### config.mk
export PLATFORM = sky130hd
export DESIGN_NAME = lbd_mul
export DESIGN_NICKNAME = d
export VERILOG_FILES = /design/src/rtl/lbd_mul.sv
export SDC_FILE = /design/constraint.sdc
export NUM_CORES = 2
export LEC_CHECK = 0
export ABC_CLOCK_PERIOD_IN_PS = 21900
export BUFFER_PORTS_ARGS = -buffer_cell sky130_fd_sc_hd__buf_2
export CORE_UTILIZATION = 70
export CTS_CLUSTER_DIAMETER = 40
export DETAILED_ROUTE_END_ITERATION = 7
export HOLD_SLACK_MARGIN = 0.1
export PLACE_DENSITY = 0.89
export SETUP_SLACK_MARGIN = 0.05
export SLEW_MARGIN = 20
export SYNTH_ARGS = -nofsm -noshare
export SYNTH_HDL_FRONTEND = slang
export SYNTH_SLANG_ARGS = --single-unit
### constraint.sdc
create_clock -name i_clk -period 21.9 [get_ports i_clk]
set_input_delay 4.38 -clock i_clk [delete_from_list [all_inputs] [get_ports i_clk]]
set_output_delay 4.38 -clock i_clk [all_outputs]
set_load 0.1 [all_outputs]
### src/rtl/lbd_mul.sv
// ----------------------------------------------------------------------------
// lbd_mul
// Shared 32x32 unsigned multiplier with a registered 64-bit product.
// ----------------------------------------------------------------------------
module lbd_mul (
    input  logic        i_clk,
    input  logic [31:0] i_a,
    input  logic [31:0] i_b,
    output logic [63:0] o_p
);

    logic [63:0] r_p;

    // register the product every cycle
    always_ff @(posedge i_clk) begin
        r_p <= {32'd0, i_a} * {32'd0, i_b};
    end

    assign o_p = r_p;

endmodule

Yosys cells after proc, flatten, opt, wreduce, memory -nomap -nowiden
Cells that the tools add are included.
{"block": "classes", "n_mul": 1}
{"op": "multiplier 32 x 32 -> 64 bit", "count": 1}
{"block": "totals", "reg_bits": 64, "inputBits": 65, "out_inout_bits": 64, "elab_cells": 2}

Longest topological paths before layout
{"block": "depth", "word_depth": 1, "mapped_depth": 29}

Worst setup path before layout
Ideal clock, no wire load.
{"block": "synth_path", "kind": "input -> register", "startpoint": "input port i_a[25]", "endpoint": "register r_p[62], in the netlist o_p[62]", "setup_time_ns": 0.072, "arrival_ns": 11.061, "path_slack_ns": 10.767, "stages": 25, "cell_sequence": "clkbuf_1 -> nand2_1 -> fa_1 -> inv_1 -> fa_1 -> inv_1 -> fa_1 -> inv_1 -> fa_1 -> fa_1 -> fa_1 -> fa_1 -> inv_1 -> fa_1 -> inv_1 -> ha_1 -> buf_2 -> nand4_1 -> or4_1 -> or3_1 -> a31oi_1 -> a31o_2 -> a211oi_1 -> o21ai_1 -> xor2_1"}
{"block": "synth_between", "elab_chain_cells": 1}
{"element": "from (decl)", "line_no": "7", "source": "input logic [31:0] i_a,"}
{"element": "multiplier 32 x 32 -> 64 bit", "line_no": "16", "source": "r_p <= {32'd0, i_a} * {32'd0, i_b};"}
{"element": "to (signal assigned)", "line_no": "16"}
{"element": "to (decl)", "line_no": "12", "source": "logic [63:0] r_p;"}
Every way passes these cells.

Worst setup path after layout
Ends and elaborated chain as after synthesis.

==> impl_metrics.tcl <==
set metrics [dict create \
    rsz0062_at_grt "no" \
    grt_pass1_vias 29000 \
    detailed_place.area_um2 35300 \
    timing.max_cap.violations 0 \
    drc 0 \
    crit_arrival_ns 12.43 \
    yosysTopAreaCellShare_pct 51.7 \
    drive_above_1_share_pct 4.41 \
    syn_area_per_cell_um2 9.25 \
    vias 26000 \
    drtAntennaViolNets 0 \
    finalCritPeriodShare_pct 55.5 \
    clock_sinks 64 \
    mostFrequentLayoutCell "fa_1" \
    fill_cells 3254 \
    first_pass_iters 6 \
    layout_common_cells "fa_1, inv_1, and2_1" \
    place.port_buffers 128 \
    synthArstFlopShare_pct 0 \
    place_congestion 0.962 \
    synth_area_leaders "fa_1, and2_1, ha_1" \
    ys_ff_latch 64 \
    slew_headroom_pct 42.8 \
    ys_types 57 \
    grt-ovfl-total 0 \
    rows 81 \
    chipHeight_um 225 \
    syn_area_um2 34700 \
    required_ns 22.18 \
    drtIter0Drc 2116 \
    cp_max_fo 32 \
    start_util_pct 70.8 \
    area_growth_pct 2.81 \
    cts_root_buf "clkbuf_16" \
    yosysWarnings 0 \
    clk_pin_slew_ns 0.06 \
    grt.total_usage_pct 38.6 \
    pin_count 129 \
    dp_hpwl_mm 70.9 \
    seq_area_frac_synth_pct 3.69 \
    ys.flop_type "dfxtp_1" \
    cts_hold_buffers 0 \
    cp-start-kind "input port" \
    setup_violations 0 \
    cts.htree.levels 3 \
    nets 4892 \
    finalMaxSlewViolations 0 \
    critPathKind "in2reg" \
    clockBufferDepth 2 \
    stdcell_area_um2 35600 \
    cts_made_buffers 9 \
    synth-edff-count 0 \
    status "finished clean" \
    die_w_um 225 \
    wire_per_inst_um 20.9 \
    largest_reg_flops 64 \
    layout_min_cycle_time_ns 12.15 \
    tns_ns 0 \
    routed_wl_mm 90.4 \
    yosysTopAreaCell "fa_1" \
    cts_setup_buffers 0 \
    grt_max_degree 33 \
    layout.cells.non_filler 4338 \
    worst_pin_slew_ns 0.858 \
    antenna_found_initial 1 \
    synth_nets 4972 \
    hold_path_class "in2reg" \
    grt_pass1_wl_mm 149 \
    cts_tree "built" \
    dieArea_um2 50400 \
    syn_inst 3748 \
    max_freq_mhz 82.3 \
    fp.coreArea_um2 49000 \
    via_per_inst 6.00 \
    hold_viol 0 \
    end_kind "flip-flop" \
    cts_resized 0 \
    setup_ws_ns 9.75 \
    pre_cts_slack_ns 9.69 \
    place_inst 4321 \
]
==> synthesized netlist by cell type (all sizes together) (2+ instances only) <==
cell type,instances
nor2b,2
or3,3
a21boi,3
or4,3
o221a,2
nor3,7
a311oi,2
o31ai,5
xor2,25
nand2b,2
inv,865
clkbuf,213
nand2,480
a211oi,3
a21oi,66
or2,3
buf,7
nand4,23
o211ai,2
a21o,40
o221ai,3
and4,3
nor2,20
nand3,10
a31oi,12
ha,263
dfxtp,64
fa,896
a221o,4
and2,602
a221oi,4
and3,14
o21ai,26
o21a,9
xnor2,35
o21bai,11
and3b,2
==> routing by layer <==
metal  part of all wire [%]  GRT usage, %  up-vias
li1                       -             -    10700
met1                     33          46.4    13100
met2                     49          64.8     1684
met3                    9.5          6.24      512
met4                    8.1          25.5        0
met5                      0             0        -
==> metrics by stage <==
stage	utilization [%]	hold WS, ns
2_1_floorplan	-	4.51
3_3_place_gp	72.2	4.93
3_5_place_dp	72.2	4.93
4_1_cts	72.8	4.63
5_1_grt	72.8	4.65
6_report	72.8	4.65
==> logic make-up (layout without fill, tap and decap cells) <==
family,Yosys count,after routing,share of synthesized area [%]
buffers and inverters,1085,1010,11.8
flip-flops,64,64,3.69
AND/OR/NAND/NOR,1177,1177,17.6
XOR/XNOR,60,60,1.52
AO/OA/AOI/OAI,202,202,4.15
adder cells (fa/ha/maj),1159,1159,61.2
multiplexers,1,1,0.0289
other,0,1,0
==> area by class of cell <==
class / instances / area (um2) / share of cell area [%]
Antenna cell: 1 / 2.50 / 0.00702
Clock buffer: 9 / 225 / 0.632
Clock inverter: 7 / 100 / 0.281
Inverter: 865 / 3250 / 9.11
Multi-Input combinational cell: 2599 / 29300 / 82.2
Sequential cell: 64 / 1280 / 3.59
Tap cell: 664 / 831 / 2.33
Timing Repair Buffer: 129 / 648 / 1.82
==> final timing paths <==
check / start / to / slack (ns) / cells past startpoint
worst max-delay path: i_a[25] / o_p[62]$_DFF_P_ / 9.75 / 23
worst min-delay path: i_a[0] / o_p[0]$_DFF_P_ / 4.65 / 3
==> critical path: stages <==
cell      delay [ns]
buf_2           0.58
and2_1          0.25
fa_1            0.45
fa_1            0.57
inv_1           0.06
fa_1            0.46
fa_1            0.55
inv_1           0.05
fa_1            0.62
fa_1            0.45
fa_1            0.49
inv_1           0.05
fa_1            0.49
inv_1           0.04
ha_1            0.42
nand4_1         0.24
or4_1           0.47
or3_1           0.37
a31oi_1         0.63
a31o_2          0.32
a211oi_1        0.12
o21ai_1         0.18
xor2_1          0.15
Power is not shown: default switching activity piles up to over one toggle a cycle in this logic, so the estimate is an artifact.
