--- src/rtl/lbd_pkg.sv ---
// ----------------------------------------------------------------------------
// lbd_pkg
// Shared types and constants for the birth-death next-reaction step block.
// ----------------------------------------------------------------------------
package lbd_pkg;

    // command codes
    localparam logic [1:0] CMD_LOAD  = 2'd0;
    localparam logic [1:0] CMD_START = 2'd1;
    localparam logic [1:0] CMD_STEP  = 2'd2;

    // configuration register indexes
    localparam logic [1:0] REG_INIT_COUNT = 2'd0;
    localparam logic [1:0] REG_COEFF      = 2'd1;
    localparam logic [1:0] REG_END_TIME   = 2'd2;
    localparam logic [1:0] REG_KNOT_COUNT = 2'd3;

    localparam logic [31:0] ALL32   = 32'hFFFF_FFFF;
    localparam logic [31:0] LN2_Q32 = 32'd2977044472;

    typedef enum logic [1:0] {
        K_BIRTH = 2'd0,
        K_DEATH = 2'd1,
        K_NONE  = 2'd2,
        K_DONE  = 2'd3
    } t_kind;

    typedef enum logic [5:0] {
        S_IDLE, S_SPC, S_ST_M0, S_ST_M1,
        S_LN0, S_LN_NORM, S_LN_SQ, S_LN_SQW, S_LN_L, S_LN_LW,
        S_RATE0, S_RATE1, S_RATE_IDX, S_RATE_FR, S_RATE_LO, S_RATE_HI,
        S_RATE_DM, S_RATE_DW, S_RATE_END,
        S_PB, S_PB_W, S_PQ_W, S_PX_W, S_PD_W,
        S_W0, S_WW, S_WSEL, S_IT0W, S_IT1W, S_MARK,
        S_OUT
    } t_state;

    typedef struct packed {
        logic        start;
        logic [63:0] num;
        logic [31:0] den;
    } t_div_req;

    typedef struct packed {
        logic        done;
        logic [63:0] quot;
    } t_div_rsp;

endpackage

--- src/rtl/lbd_div.sv ---
// ----------------------------------------------------------------------------
// lbd_div
// Shared restoring divider, 64-bit numerator by 32-bit divisor, one
// quotient bit per cycle; done pulses as the last bit is registered.
// ----------------------------------------------------------------------------
module lbd_div
    import lbd_pkg::*;
(
    input  logic     i_clk,
    input  logic     i_rst_n,
    input  t_div_req i_req,
    output t_div_rsp o_rsp
);

    logic        r_busy;
    logic        r_done;
    logic [5:0]  r_cnt;
    logic [31:0] r_rem;
    logic [63:0] r_q;
    logic [31:0] r_den;
    logic [32:0] w_sh;
    logic [32:0] w_diff;
    logic        w_ge;

    // trial subtract of the shifted remainder
    always_comb begin
        w_sh   = {r_rem, r_q[63]};
        w_ge   = (w_sh >= {1'b0, r_den});
        w_diff = w_sh - {1'b0, r_den};
    end

    // advance one quotient bit per cycle
    always_ff @(posedge i_clk) begin
        if (!i_rst_n) begin
            r_busy <= 1'b0;
            r_done <= 1'b0;
            r_cnt  <= '0;
            r_rem  <= '0;
            r_q    <= '0;
            r_den  <= '0;
        end else begin
            r_done <= 1'b0;
            if (i_req.start) begin
                r_busy <= 1'b1;
                r_q    <= i_req.num;
                r_den  <= i_req.den;
                r_rem  <= '0;
                r_cnt  <= '0;
            end else if (r_busy) begin
                r_rem <= w_ge ? w_diff[31:0] : w_sh[31:0];
                r_q   <= {r_q[62:0], w_ge};
                r_cnt <= r_cnt + 6'd1;
                if (r_cnt == 6'd63) begin
                    r_busy <= 1'b0;
                    r_done <= 1'b1;
                end
            end
        end
    end

    assign o_rsp.done = r_done;
    assign o_rsp.quot = r_q;

endmodule

--- config.mk ---
export PLATFORM = sky130hd
export DESIGN_NAME = lbd_div
export DESIGN_NICKNAME = d
export VERILOG_FILES = /design/src/rtl/lbd_pkg.sv /design/src/rtl/lbd_div.sv
export SDC_FILE = /design/constraint.sdc
export NUM_CORES = 1
export LEC_CHECK = 0
export BUFFER_PORTS_ARGS = -buffer_cell sky130_fd_sc_hd__buf_2
export CORE_ASPECT_RATIO = 1.75
export CORE_UTILIZATION = 25
export DETAILED_ROUTE_END_ITERATION = 10
export PLACE_DENSITY = 0.5
export SYNTH_ARGS = -nofsm -noshare
export SYNTH_HDL_FRONTEND = slang
export SYNTH_SLANG_ARGS = --single-unit
--- constraint.sdc ---
create_clock -name i_clk -period 3.5 [get_ports i_clk]
set_input_delay 0.175 -clock i_clk [delete_from_list [all_inputs] [get_ports i_clk]]
set_output_delay 0.175 -clock i_clk [all_outputs]
set_load 0.01 [all_outputs]
# [After elaboration in Yosys (flattened, before gate mapping)]
# Cells that the tools add are included.
[word_totals] ff_bits=136 output_inout_bits=65 inputBits=99 elab_cells=22
[op_classes] n_reduce_logical=3 bitwise_logic=2 muxes=7 add_sub_neg=2 eq_ne=1 order_cmp=1
[op_table] cell="64-bit two-way mux" n=2
[op_table] cell="33-bit by 32-bit >= comparator with 1-bit output" n=1
[op_table] cell="32-bit two-way mux" n=1
[op_table] cell="32-bit subtractor" n=1
[op_table] cell="6-bit by 1-bit adder with 6-bit output (second input constant)" n=1
[op_table] cell="6-bit equality test (second input constant)" n=1
[op_table] cell="1-bit two-way mux" n=4
[op_table] cell="3-bit OR reduction" n=1
[op_table] cell="1-bit inverter" n=2
[op_table] cell="2-bit nonzero test" n=1
[op_table] cell="2-bit OR reduction" n=1

# [Depth between registers and ports, before layout]
# Gate-level depths: netlist (run 1).
[depth] word_depth=4 ltp_mapped=14 depth_no_buf=12

# [Worst setup path before layout (run 1)]
# OpenSTA, ideal clock, no wires.
[synth_path] kind="register to register" startpoint="register r_q[63]" endpoint="register r_rem[26]" synth_period_minus_slack_ns=2.762 path_buffers=0 required_ns=3.438 setup_ns=0.062 t_arrival_ns=2.700 path_stages_with_launch=13 path_slack_ns=0.738 path_cell_list="dfxtp_1 > inv_1 > ha_1 > fa_1 > nand2b_1 > a211oi_1 > a2111oi_4 > o211ai_2 > o31ai_1 > a21boi_1 > nor3_1 > or4b_1 > nand3_1"
[synth_between] elab_chain_cells=2 word_cells_on_any_way=3 cone_classes="1 x add/sub; 1 x order compare; 1 x mux"
[synth_rtl] item="start: declaration" line="lbd_div.sv:19" rtl="logic [63:0] r_q;"
[synth_rtl] item="start signal: assignment" line="lbd_div.sv:45" rtl="r_q <= i_req.num;"
[synth_rtl] item="start signal: assignment" line="lbd_div.sv:51" rtl="r_q <= {r_q[62:0], w_ge};"
[synth_rtl] item="32-bit subtractor or 33-bit by 32-bit >= comparator with 1-bit output (tied branches)" line="lbd_div.sv:29, lbd_div.sv:28"
[synth_rtl] item="32-bit two-way mux (*)" line="lbd_div.sv:50" rtl="r_rem <= w_ge ? w_diff[31:0] : w_sh[31:0];"
[synth_rtl] item="end signal: assignment" line="lbd_div.sv:50"
[synth_rtl] item="end: declaration" line="lbd_div.sv:18" rtl="logic [31:0] r_rem;"
# Mark *: on every way between the ends. The rest lies on a longest branch, timed or not.
# A chain may end at the register's enable or synchronous reset.

# [Worst setup path after layout (run 1)]
[layout_path] startpoint="register r_q[63]" endpoint="register r_rem[30]"
# The elaborated chain is that of the path after synthesis.

==> results.json, run 1 <==
{
  "syn_nets": 1055,
  "synth.area.mux_share": 0.1478,
  "synth-simple-area-share": 0.1912,
  "cp_cell_sequence": "inv_1 > ha_1 > fa_1 > nand2b_1 > a211oi_1 > a2111oi_4 > o211ai_2 > o31ai_1 > a311oi_1 > nor3_1 > xnor2_1 > o31ai_1",
  "switching_share": 0.2963,
  "p_per_area_nw_per_um2": 461.0,
  "boundaryPins": 164,
  "rsz0062_at_grt": "false",
  "drtIter0Drc": 221,
  "grtUsageTotal": 0.1446,
  "worstHoldPathType": "in -> reg",
  "multi_input_area_um2": 4767,
  "endpoint_kind": "register",
  "route.vias.total": 6907,
  "drive_gt1_frac": 0.2029,
  "synth-compound-area-share": 0.1727,
  "critPathMostFrequentCell": "o31ai_1",
  "worstSetupPathType": "reg -> reg",
  "core_area_um2": 30950,
  "max_cap_viol_count": 0,
  "synth-xor-area-share": 0.03315,
  "die_w_um": 136.6,
  "antenna_found_initial": 0,
  "die-area_um2": 32450,
  "cts-buffers-inserted": 17,
  "clock_latency_ns": 0.44,
  "synthFlopType": "dfxtp_1",
  "worstSetupStartpoint": "r_q[63]$_SDFFE_PN0P_",
  "postSynth.asyncResetShare": 0,
  "leakage_nw": 4.357,
  "power_frac_clock": 0.393,
  "dp.cells": 1423,
  "cts_buffer_depth": 2,
  "tns_ns": 0,
  "dp_slack_ns": 0.4289,
  "layout.area.seq_um2": 2726,
  "holdCritStartpoint": "i_req[25]",
  "nets": 1214,
  "grt_pass1_vias": 7007,
  "crit_required_ns": 3.85,
  "critPathSlowestCell": "fa_1",
  "outcome": "complete, no violations",
  "share_comb_of_total_power": 0.236,
  "synth_cells": 922,
  "cts_setup_buffers": 0,
  "seq_power_share": 0.370,
  "relSlewSlack": 0.4173,
  "crit_fanout": 5,
  "period_share": 0.8857,
  "die_h_um": 237.6,
  "clk_pin_slew_ns": 0.06,
  "fmax_mhz": 322.6,
  "clock-sinks": 136,
  "skew_ns": 0.006347,
  "setup_viol": 0,
  "p_int_mw": 3.232,
  "syn_area_per_cell_um2": 8.597,
  "io_buffers": 163,
  "area_growth_syn_to_layout_pct": 25.70,
  "hpwlAfterDp_mm": 16.02,
  "cts-root-buf": "clkbuf_16",
  "power_switching_mw": 1.361,
  "tightest_slew_ns": 0.8740,
  "grt_overflow": 0,
  "r2r_start": "r_q[63]$_SDFFE_PN0P_",
  "grt_start_max_net_pins": 110,
  "irDropWorstVdd_v": 0.0003011,
  "ys_ff_latch": 136,
  "drv_slew": 0,
  "initial_core_util": 0.2561,
  "instances_no_fill": 1485,
  "drc": 0,
  "cp.arrival_ns": 3.45,
  "synthAdderAreaFrac": 0.05462,
  "layout_commonest_cell": "buf_2",
  "period_needed_ns": 3.100,
  "drtPass1Iterations": 4,
  "ys_seq_area_frac": 0.3435,
  "routed_via_density": 4.651,
  "cts_tree": "done",
  "mostFrequentLayoutCells": "162 x buf_2, 135 x dfxtp_1, 117 x mux2i_1, 102 x o21ai_0, 80 x nand2_1",
  "syn_area_um2": 7926,
  "layout_setup_ws_ns": 0.4002,
  "slowest_delay_ns": 0.40,
  "design_area_um2": 9963,
  "fillers": 3303,
  "rows": 85,
  "worstSetupStartpointType": "register",
  "finalHoldViolations": 0,
  "avgRoutedWirePerCell_um": 14.94,
  "drtAntennaViolNets": 0,
  "synth_edf_count": 0,
  "cts-htree-levels": 4,
  "antenna_cells": 0,
  "gp_congestion": 0.8375,
  "postPlaceCellArea_um2": 9074,
  "drt_wl_total_mm": 22.19,
  "synthDistinctLibCells": 67,
  "synth_top_family_by_area": "simple AND/OR/NAND/NOR gates",
  "grt_pass1_wl_mm": 35.91,
  "synth_warnings": 0
}
[worst paths after layout]
check / end / slack [ns] / cells past startpoint
setup / recovery: r_rem[30]$_SDFFE_PP0P_ / 0.40 / 12
setup reg to reg: r_rem[30]$_SDFFE_PP0P_ / 0.40 / 12
hold reg to reg: r_cnt[5]$_SDFFE_PP0P_ / 0.50 / 2
hold / removal: r_den[25]$_SDFFE_PN0P_ / 0.02 / 3
[sequential cells by signal, summed over array words and instances (netlist names)]
register  flops
r_busy        1
r_done        1
r_q          64
r_rem        32
r_den        32
r_cnt         6
[cell usage after synthesis (4+ instances only)]
master / count / share of area
nand3_1: 14 / 0.0088
nor2_1: 28 / 0.013
xor2_1: 12 / 0.013
nor3_1: 7 / 0.0044
o21a_1: 5 / 0.0047
and2_1: 65 / 0.051
buf_2: 4 / 0.0025
ha_1: 33 / 0.052
nand2b_1: 7 / 0.0055
or3_1: 6 / 0.0047
a211o_1: 4 / 0.0044
xnor2_1: 18 / 0.020
o31ai_1: 5 / 0.0047
nand2_1: 80 / 0.038
nor2b_1: 35 / 0.028
nor3b_1: 4 / 0.0038
o21ai_0: 102 / 0.064
nand4_1: 15 / 0.012
a21o_1: 9 / 0.0085
a31oi_1: 8 / 0.0063
dfxtp_1: 136 / 0.34
nand3b_1: 6 / 0.0057
inv_1: 43 / 0.020
mux2i_1: 117 / 0.15
clkbuf_1: 43 / 0.020
nand4b_1: 4 / 0.0044
buf_1: 11 / 0.0052
a21oi_1: 43 / 0.027
o21bai_1: 6 / 0.0057
[critical path: cells and delay by family (launching register included)]
family	cells	cell delay (ns)
AOI/OAI and AO/OA	6	1.56
and+or+nand+nor	2	0.28
xor gates and xnor gates	1	0.15
adders and majority gates	2	0.61
buffers and inverters	1	0.06
DFF	1	0.36
[layer usage]
layer	vias to the layer above	wire, um	track usage
li1	3535	-	-
met1	3202	8450	0.1423
met2	138	12160	0.2709
met3	32	962	0.03881
met4	0	614	0.07205
met5	-	0	0
[cells by family (layout without fill, tap and decap cells)]
group | Yosys count | in the layout
and+or+nand+nor | 282 | 282
AOI/OAI and AO/OA | 216 | 216
DFF | 136 | 136
muxes | 117 | 117
buffers and inverters | 107 | 279
adders and majority gates | 34 | 34
xor gates and xnor gates | 30 | 30
[power by group through the flow]
stage                     logic, mW  clock network, mW  registers (mW)
after detailed placement       1.07                  0            1.74
after global placement         1.07                  0            1.73
after floorplan               0.768                  0            1.73
final                          1.09               1.81            1.70
after global routing           1.20               1.94            1.71
after CTS                      1.10               1.88            1.70
[final cells by class]
cell class	instances	area share
multi-input cells	679	0.4785
flip-flops and latches	136	0.2736
repair buffers	204	0.1234
clock buffers	25	0.05287
well taps	391	0.04910
inverters	43	0.01620
clock inverters	7	0.006279
[timing repair]
item                      in CTS  in global routing
resized for setup              0                  0
hold endpoints to repair      30                  0
hold buffers                  30                  0
[metrics by stage]
stage               utilization  hold WS [ns]  power (mW)
floorplan                     -        0.3444       2.500
global placement         0.2932        0.4316       2.800
detailed placement       0.2932        0.4418       2.803
CTS                      0.3219      0.004521       4.686
global route             0.3219       0.02214       4.855
finish                   0.3219       0.02023       4.593
(Power assumes the default switching activity.)
==> inputs of run 2 (changes only) <==
--- a/config.mk
+++ b/config.mk
@@ -8,6 +8,7 @@
 export BUFFER_PORTS_ARGS = -buffer_cell sky130_fd_sc_hd__buf_2
 export CORE_ASPECT_RATIO = 1.75
 export CORE_UTILIZATION = 25
+export CTS_BUF_LIST = sky130_fd_sc_hd__clkbuf_4
 export DETAILED_ROUTE_END_ITERATION = 10
 export PLACE_DENSITY = 0.5
 export SYNTH_ARGS = -nofsm -noshare
==> run 2 against run 1 <==
  * Core utilization rose by 1.1 points
  * Sequential power barely moved
  * Critical path depth did not move
  * Largest power group is now registers
==> results.json, run 2 (synthesis gave the netlist of run 1 again) <==
{
  "outcome": "complete, no violations",
  "endpoint": "r_rem[30]$_SDFFE_PP0P_",
  "use_met1": 0.1483,
  "drtIter0Drc": 209,
  "grt_use_met3": 0.03881,
  "core_area_um2": 30950,
  "reg2reg_slack_ns": 0.33,
  "worstHoldPathType": "in -> reg",
  "cts-root-buf": "clkbuf_4",
  "r2r-end": "r_rem[30]$_SDFFE_PP0P_",
  "busiest_layer": "met2",
  "p_per_area_nw_per_um2": 376.1,
  "cp_cell_sequence": "inv_1 > ha_1 > fa_1 > nand2b_1 > a211oi_1 > a2111oi_4 > o211ai_2 > o31ai_1 > a311oi_1 > nor3_1 > xnor2_1 > o31ai_1",
  "grt_pass1_wl_mm": 37.20,
  "cts-htree-levels": 4,
  "crit_cells": 12,
  "drtAntennaViolNets": 0,
  "cp.arrival_ns": 3.66,
  "io_buffers": 163,
  "period_share": 0.9068,
  "route.vias.total": 7197,
  "irDropWorstVdd_v": 0.0002310,
  "r2r_start": "r_q[63]$_SDFFE_PN0P_",
  "grt_overflow": 0,
  "boundaryPins": 164,
  "hpwlAfterDp_mm": 16.02,
  "antenna_found_initial": 1,
  "endpoint_kind": "register",
  "clock-sinks": 136,
  "grtUsageMet2": 0.2769,
  "crit_family": "compound AO/OA/AOI/OAI gates",
  "final_util": 0.3325,
  "die_h_um": 237.6,
  "drc": 0,
  "clk_pin_slew_ns": 0.13,
  "die-area_um2": 32450,
  "worstSetupPathType": "reg -> reg",
  "relSlewSlack": 0.4210,
  "clock_latency_ns": 0.59,
  "grt_pass1_vias": 7425,
  "rsz0062_at_grt": "false",
  "drtPass1Iterations": 4,
  "gp_congestion": 0.8375,
  "cts_buffer_depth": 2,
  "tns_ns": 0,
  "hold_ws_ns": 0.1192,
  "regMostFlops": "r_q",
  "mostFrequentLayoutCells": "162 x buf_2, 135 x dfxtp_1, 117 x mux2i_1, 102 x o21ai_0, 96 x dlygate4sd3_1",
  "rows": 85,
  "holdCritStartpoint": "i_rst_n",
  "max_cap_viol_count": 0,
  "finalHoldViolations": 0,
  "crit_required_ns": 3.99,
  "cts_tree": "done",
  "grtUsageTotal": 0.1483,
  "reg.largest.list": "r_q (64), r_den (32), r_rem (32)",
  "avgRoutedWirePerCell_um": 14.74,
  "crit_fanout": 5,
  "area_growth_syn_to_layout_pct": 29.83,
  "critPathMostFrequentCell": "o31ai_1",
  "tightest_slew_ns": 0.8685,
  "worstRegToRegCells": 12,
  "path_buf_inv": 1,
  "initial_core_util": 0.2561,
  "leakage_nw": 4.482,
  "skew_ns": 0.01716,
  "routed_via_density": 4.637,
  "critPathSlowestCell": "a311oi_1",
  "drv_slew": 0,
  "period_needed_ns": 3.174,
  "slowest_delay_ns": 0.41,
  "drt_wl_total_mm": 22.88,
  "grt_start_max_net_pins": 110,
  "cts-buffers-inserted": 17,
  "worstSetupStartpointType": "register",
  "worstSetupStartpoint": "r_q[63]$_SDFFE_PN0P_",
  "layout_commonest_cell": "buf_2",
  "fmax_mhz": 315.1,
  "setup_viol": 0,
  "drive_gt1_frac": 0.1888,
  "nets": 1280,
  "die_w_um": 136.6,
  "largest_reg_flops": 64
}
-- run 2: cell types whose count changed in the layout (fill, tap and decap cells not counted) --
cell,delta
clkbuf_4,+19
clkinv_1,+5
clkbuf_8,-5
bufinv_16,+1
clkbuf_1,-2
dlygate4sd3_1,+66
clkbuf_16,-18
diode_2,+1
-- run 2: timing repair --
item / in CTS / in global routing
buffers inserted: 0 / 0
hold buffers: 96 / 0
hold endpoints to repair: 96 / 0
gates resized for setup: 0 / 0
-- run 2: worst min path at each step --
| stage | end | slack (ns) | cells after the start |
|---|---|---|---|
| 4_1_cts | r_den[13]$_SDFFE_PN0P_ | 0.04 | 2 |
| 2_1_floorplan | r_den[10]$_SDFFE_PN0P_ | 0.34 | 2 |
| 3_5_place_dp | r_den[6]$_SDFFE_PN0P_ | 0.44 | 3 |
| 3_3_place_gp | r_den[0]$_SDFFE_PN0P_ | 0.43 | 3 |
| 6_report | r_den[13]$_SDFFE_PN0P_ | 0.12 | 2 |
| 5_1_grt | r_q[49]$_SDFFE_PN0P_ | 0.09 | 2 |
-- run 2: routing by layer --
metal,up-vias,part of all wire
li1,3671,-
met1,3313,0.38
met2,166,0.55
met3,47,0.038
met4,0,0.033
met5,-,0
-- run 2: through the flow --
stage	cell area (um^2)	setup WS, ns	cells	power, mW
3_5_place_dp	9074	0.4289	1423	2.803
6_report	10290	0.3261	1552	3.870
3_3_place_gp	9074	0.4745	1423	2.800
2_1_floorplan	7926	0.7375	922	2.500
5_1_grt	10290	0.1141	1552	4.129
4_1_cts	10290	0.3635	1551	3.957
-- run 2: cell type report --
cell class	instances	area [um^2]
Multi-Input combinational cell	679	4767
Timing Repair Buffer	270	1891
Sequential cell	136	2726
Clock inverter	13	111.4
Fill cell	3267	20660
Antenna cell	1	2.502
Inverter	43	161.4
Tap cell	391	489.2
Clock buffer	19	142.6
-- run 2: report_power, final --
part	total (mW)	switching [mW]	internal, mW
Clock	1.02	0.602	0.420
Sequential	1.70	0.0690	1.63
Combinational	1.15	0.608	0.540
-- run 2: worst reg2reg max path: cells and delay by family, from the launching register on --
family,cells,cell delay (ns)
flip-flops,1,0.38
buffers and inverters,1,0.06
AND/OR/NAND/NOR,2,0.28
AO/OA/AOI/OAI,6,1.61
XOR/XNOR,1,0.15
adder cells (fa/ha/maj),2,0.61
==> inputs of run 3 (changes only) <==
--- a/config.mk
+++ b/config.mk
@@ -7,10 +7,10 @@
 export LEC_CHECK = 0
 export BUFFER_PORTS_ARGS = -buffer_cell sky130_fd_sc_hd__buf_2
 export CORE_ASPECT_RATIO = 1.75
-export CORE_UTILIZATION = 25
+export CORE_UTILIZATION = 40
 export CTS_BUF_LIST = sky130_fd_sc_hd__clkbuf_4
 export DETAILED_ROUTE_END_ITERATION = 10
-export PLACE_DENSITY = 0.5
+export PLACE_DENSITY = 0.68
 export SYNTH_ARGS = -nofsm -noshare
 export SYNTH_HDL_FRONTEND = slang
 export SYNTH_SLANG_ARGS = --single-unit
==> run 3 against run 2 <==
  * Sequential power about the same
  * Hold slack improved by 0.017 ns
  * Count of clock-buffer cells in the layout decreased by 2
  * Setup slack got worse by 0.092 ns
  * Critical endpoint unchanged
  * Largest power group unchanged
==> results.json, run 3 (synthesis gave the netlist of run 1 again) <==
{
  "power_frac_clock": 0.290,
  "grt_start_max_net_pins": 146,
  "die_w_um": 108.4,
  "grt_pass1_vias": 7269,
  "route.vias.total": 7340,
  "use_met1": 0.2204,
  "skew_ns": 0.01833,
  "drt_wl_total_mm": 21.33,
  "multi_input_area_um2": 4758,
  "irDropWorstVdd_v": 0.0003193,
  "cts_buffer_depth": 2,
  "cp.arrival_ns": 3.73,
  "layout.area.seq_um2": 2726,
  "grtUsageTotal": 0.2122,
  "p_int_mw": 2.723,
  "drtPass1Iterations": 5,
  "boundaryPins": 164,
  "postPlaceCellArea_um2": 8874,
  "hpwlAfterDp_mm": 14.05,
  "grt_pass1_wl_mm": 34.24,
  "rsz0062_at_grt": "false",
  "fmax_mhz": 306.2,
  "largest_reg_flops": 64,
  "grt_overflow": 0,
  "crit_required_ns": 3.96,
  "slowest_delay_ns": 0.43,
  "switching_share": 0.3189,
  "avgRoutedWirePerCell_um": 15.22,
  "die_h_um": 188.2,
  "layout_setup_ws_ns": 0.2342,
  "design_area_um2": 10150,
  "routed_via_density": 5.239,
  "worstSetupStartpointType": "register",
  "cp_cell_sequence": "inv_1 > ha_1 > fa_1 > nand2b_1 > a211oi_1 > a2111oi_4 > o211ai_2 > o31ai_1 > a311oi_1 > nor3_1 > xnor2_1 > o31ai_1",
  "endpoint_kind": "register",
  "reg.largest.list": "r_q (64), r_den (32), r_rem (32)",
  "crit_fanout": 5,
  "seq_power_share": 0.427,
  "finalHoldViolations": 0,
  "leakage_nw": 4.494,
  "grt_use_met3": 0.03978,
  "tns_ns": 0,
  "worstSetupPathType": "reg -> reg",
  "clock_latency_ns": 0.55,
  "drc": 0,
  "cts-htree-levels": 4,
  "core_area_um2": 19280,
  "clk_pin_slew_ns": 0.13,
  "tightest_slew_ns": 1.174,
  "die-area_um2": 20400,
  "antenna_found_initial": 1,
  "critPathSlowestCell": "dfxtp_1",
  "dp.cells": 1273,
  "worstHoldPathType": "in -> reg",
  "period_share": 0.9331,
  "relSlewSlack": 0.2128,
  "drtIter0Drc": 295,
  "grtUsageMet2": 0.3873,
  "drtAntennaViolNets": 0,
  "max_cap_viol_count": 0,
  "layout_commonest_cell": "buf_2",
  "cts_tree": "done",
  "critPathMostFrequentCell": "o31ai_1",
  "dp_slack_ns": 0.3210,
  "cts-buffers-inserted": 17,
  "initial_core_util": 0.4111,
  "instances_no_fill": 1401,
  "drv_slew": 0,
  "period_needed_ns": 3.266,
  "io_buffers": 163,
  "power_switching_mw": 1.275,
  "regMostFlops": "r_q",
  "total_power_mw": 3.999,
  "share_comb_of_total_power": 0.283,
  "fillers": 1787,
  "rows": 67,
  "cts_resized": 0,
  "area_growth_syn_to_layout_pct": 28.02,
  "busiest_layer": "met2",
  "clock-sinks": 136,
  "nets": 1280,
  "p_per_area_nw_per_um2": 394.1,
  "cts-root-buf": "clkbuf_4",
  "mostFrequentLayoutCells": "162 x buf_2, 135 x dfxtp_1, 117 x mux2i_1, 102 x o21ai_0, 96 x dlygate4sd3_1",
  "gp_congestion": 0.8832,
  "outcome": "complete, no violations",
  "drive_gt1_frac": 0.1908,
  "setup_viol": 0
}
==> run 3: what timing repair did <==
action                    CTS  global route
setup buffers               0             0
hold buffers               96             0
hold endpoints to repair   96             0
==> run 3: critical path, delay by kind of cell (launching register included) <==
family,cells,cell delay (ns)
compound gates,6,1.65
fa+ha+maj,2,0.61
flops,1,0.43
simple gates,2,0.27
xor+xnor,1,0.15
buf+inv,1,0.07
==> run 3: area by class of cell <==
| cell class | instances | share of cell area |
|---|---|---|
| Multi-Input combinational cell | 679 | 0.4689 |
| Sequential cell | 136 | 0.2687 |
| Timing Repair Buffer | 270 | 0.1859 |
| Tap cell | 241 | 0.02972 |
| Clock inverter | 13 | 0.01776 |
| Inverter | 43 | 0.01591 |
| Clock buffer | 17 | 0.01258 |
| Antenna cell | 2 | 0.0004932 |
==> run 3: final timing paths <==
path | from | endpoint | slack [ns] | depth (start not counted)
setup reg to reg | r_q[63]$_SDFFE_PN0P_ | r_rem[30]$_SDFFE_PP0P_ | 0.23 | 12
hold / removal | i_req[96] | r_den[31]$_SDFFE_PN0P_ | 0.14 | 3
hold reg to reg | r_cnt[5]$_SDFFE_PP0P_ | r_cnt[5]$_SDFFE_PP0P_ | 0.51 | 2
setup / recovery | r_q[63]$_SDFFE_PN0P_ | r_rem[30]$_SDFFE_PP0P_ | 0.23 | 12
==> run 3: power groups by stage <==
| stage | clock (mW) | combinational, mW | sequential, mW |
|---|---|---|---|
| 2_1_floorplan | 0 | 0.768 | 1.73 |
| 3_3_place_gp | 0 | 1.03 | 1.74 |
| 3_5_place_dp | 0 | 1.04 | 1.74 |
| 4_1_cts | 1.20 | 1.13 | 1.71 |
| 5_1_grt | 1.26 | 1.23 | 1.72 |
| 6_report | 1.16 | 1.13 | 1.71 |
==> run 3: stage by stage <==
step,util,hold slack [ns]
floorplan,-,0.3444
global placement,0.4602,0.4313
detailed placement,0.4602,0.4409
CTS,0.5260,0.09205
global route,0.5262,0.08968
finish,0.5263,0.1363
==> run 3: routing by layer <==
layer  vias up  wire length, um
met5         -                0
met4         0              963
met3        59              756
met2       196            11360
met1      3408             8249
li1       3677                -
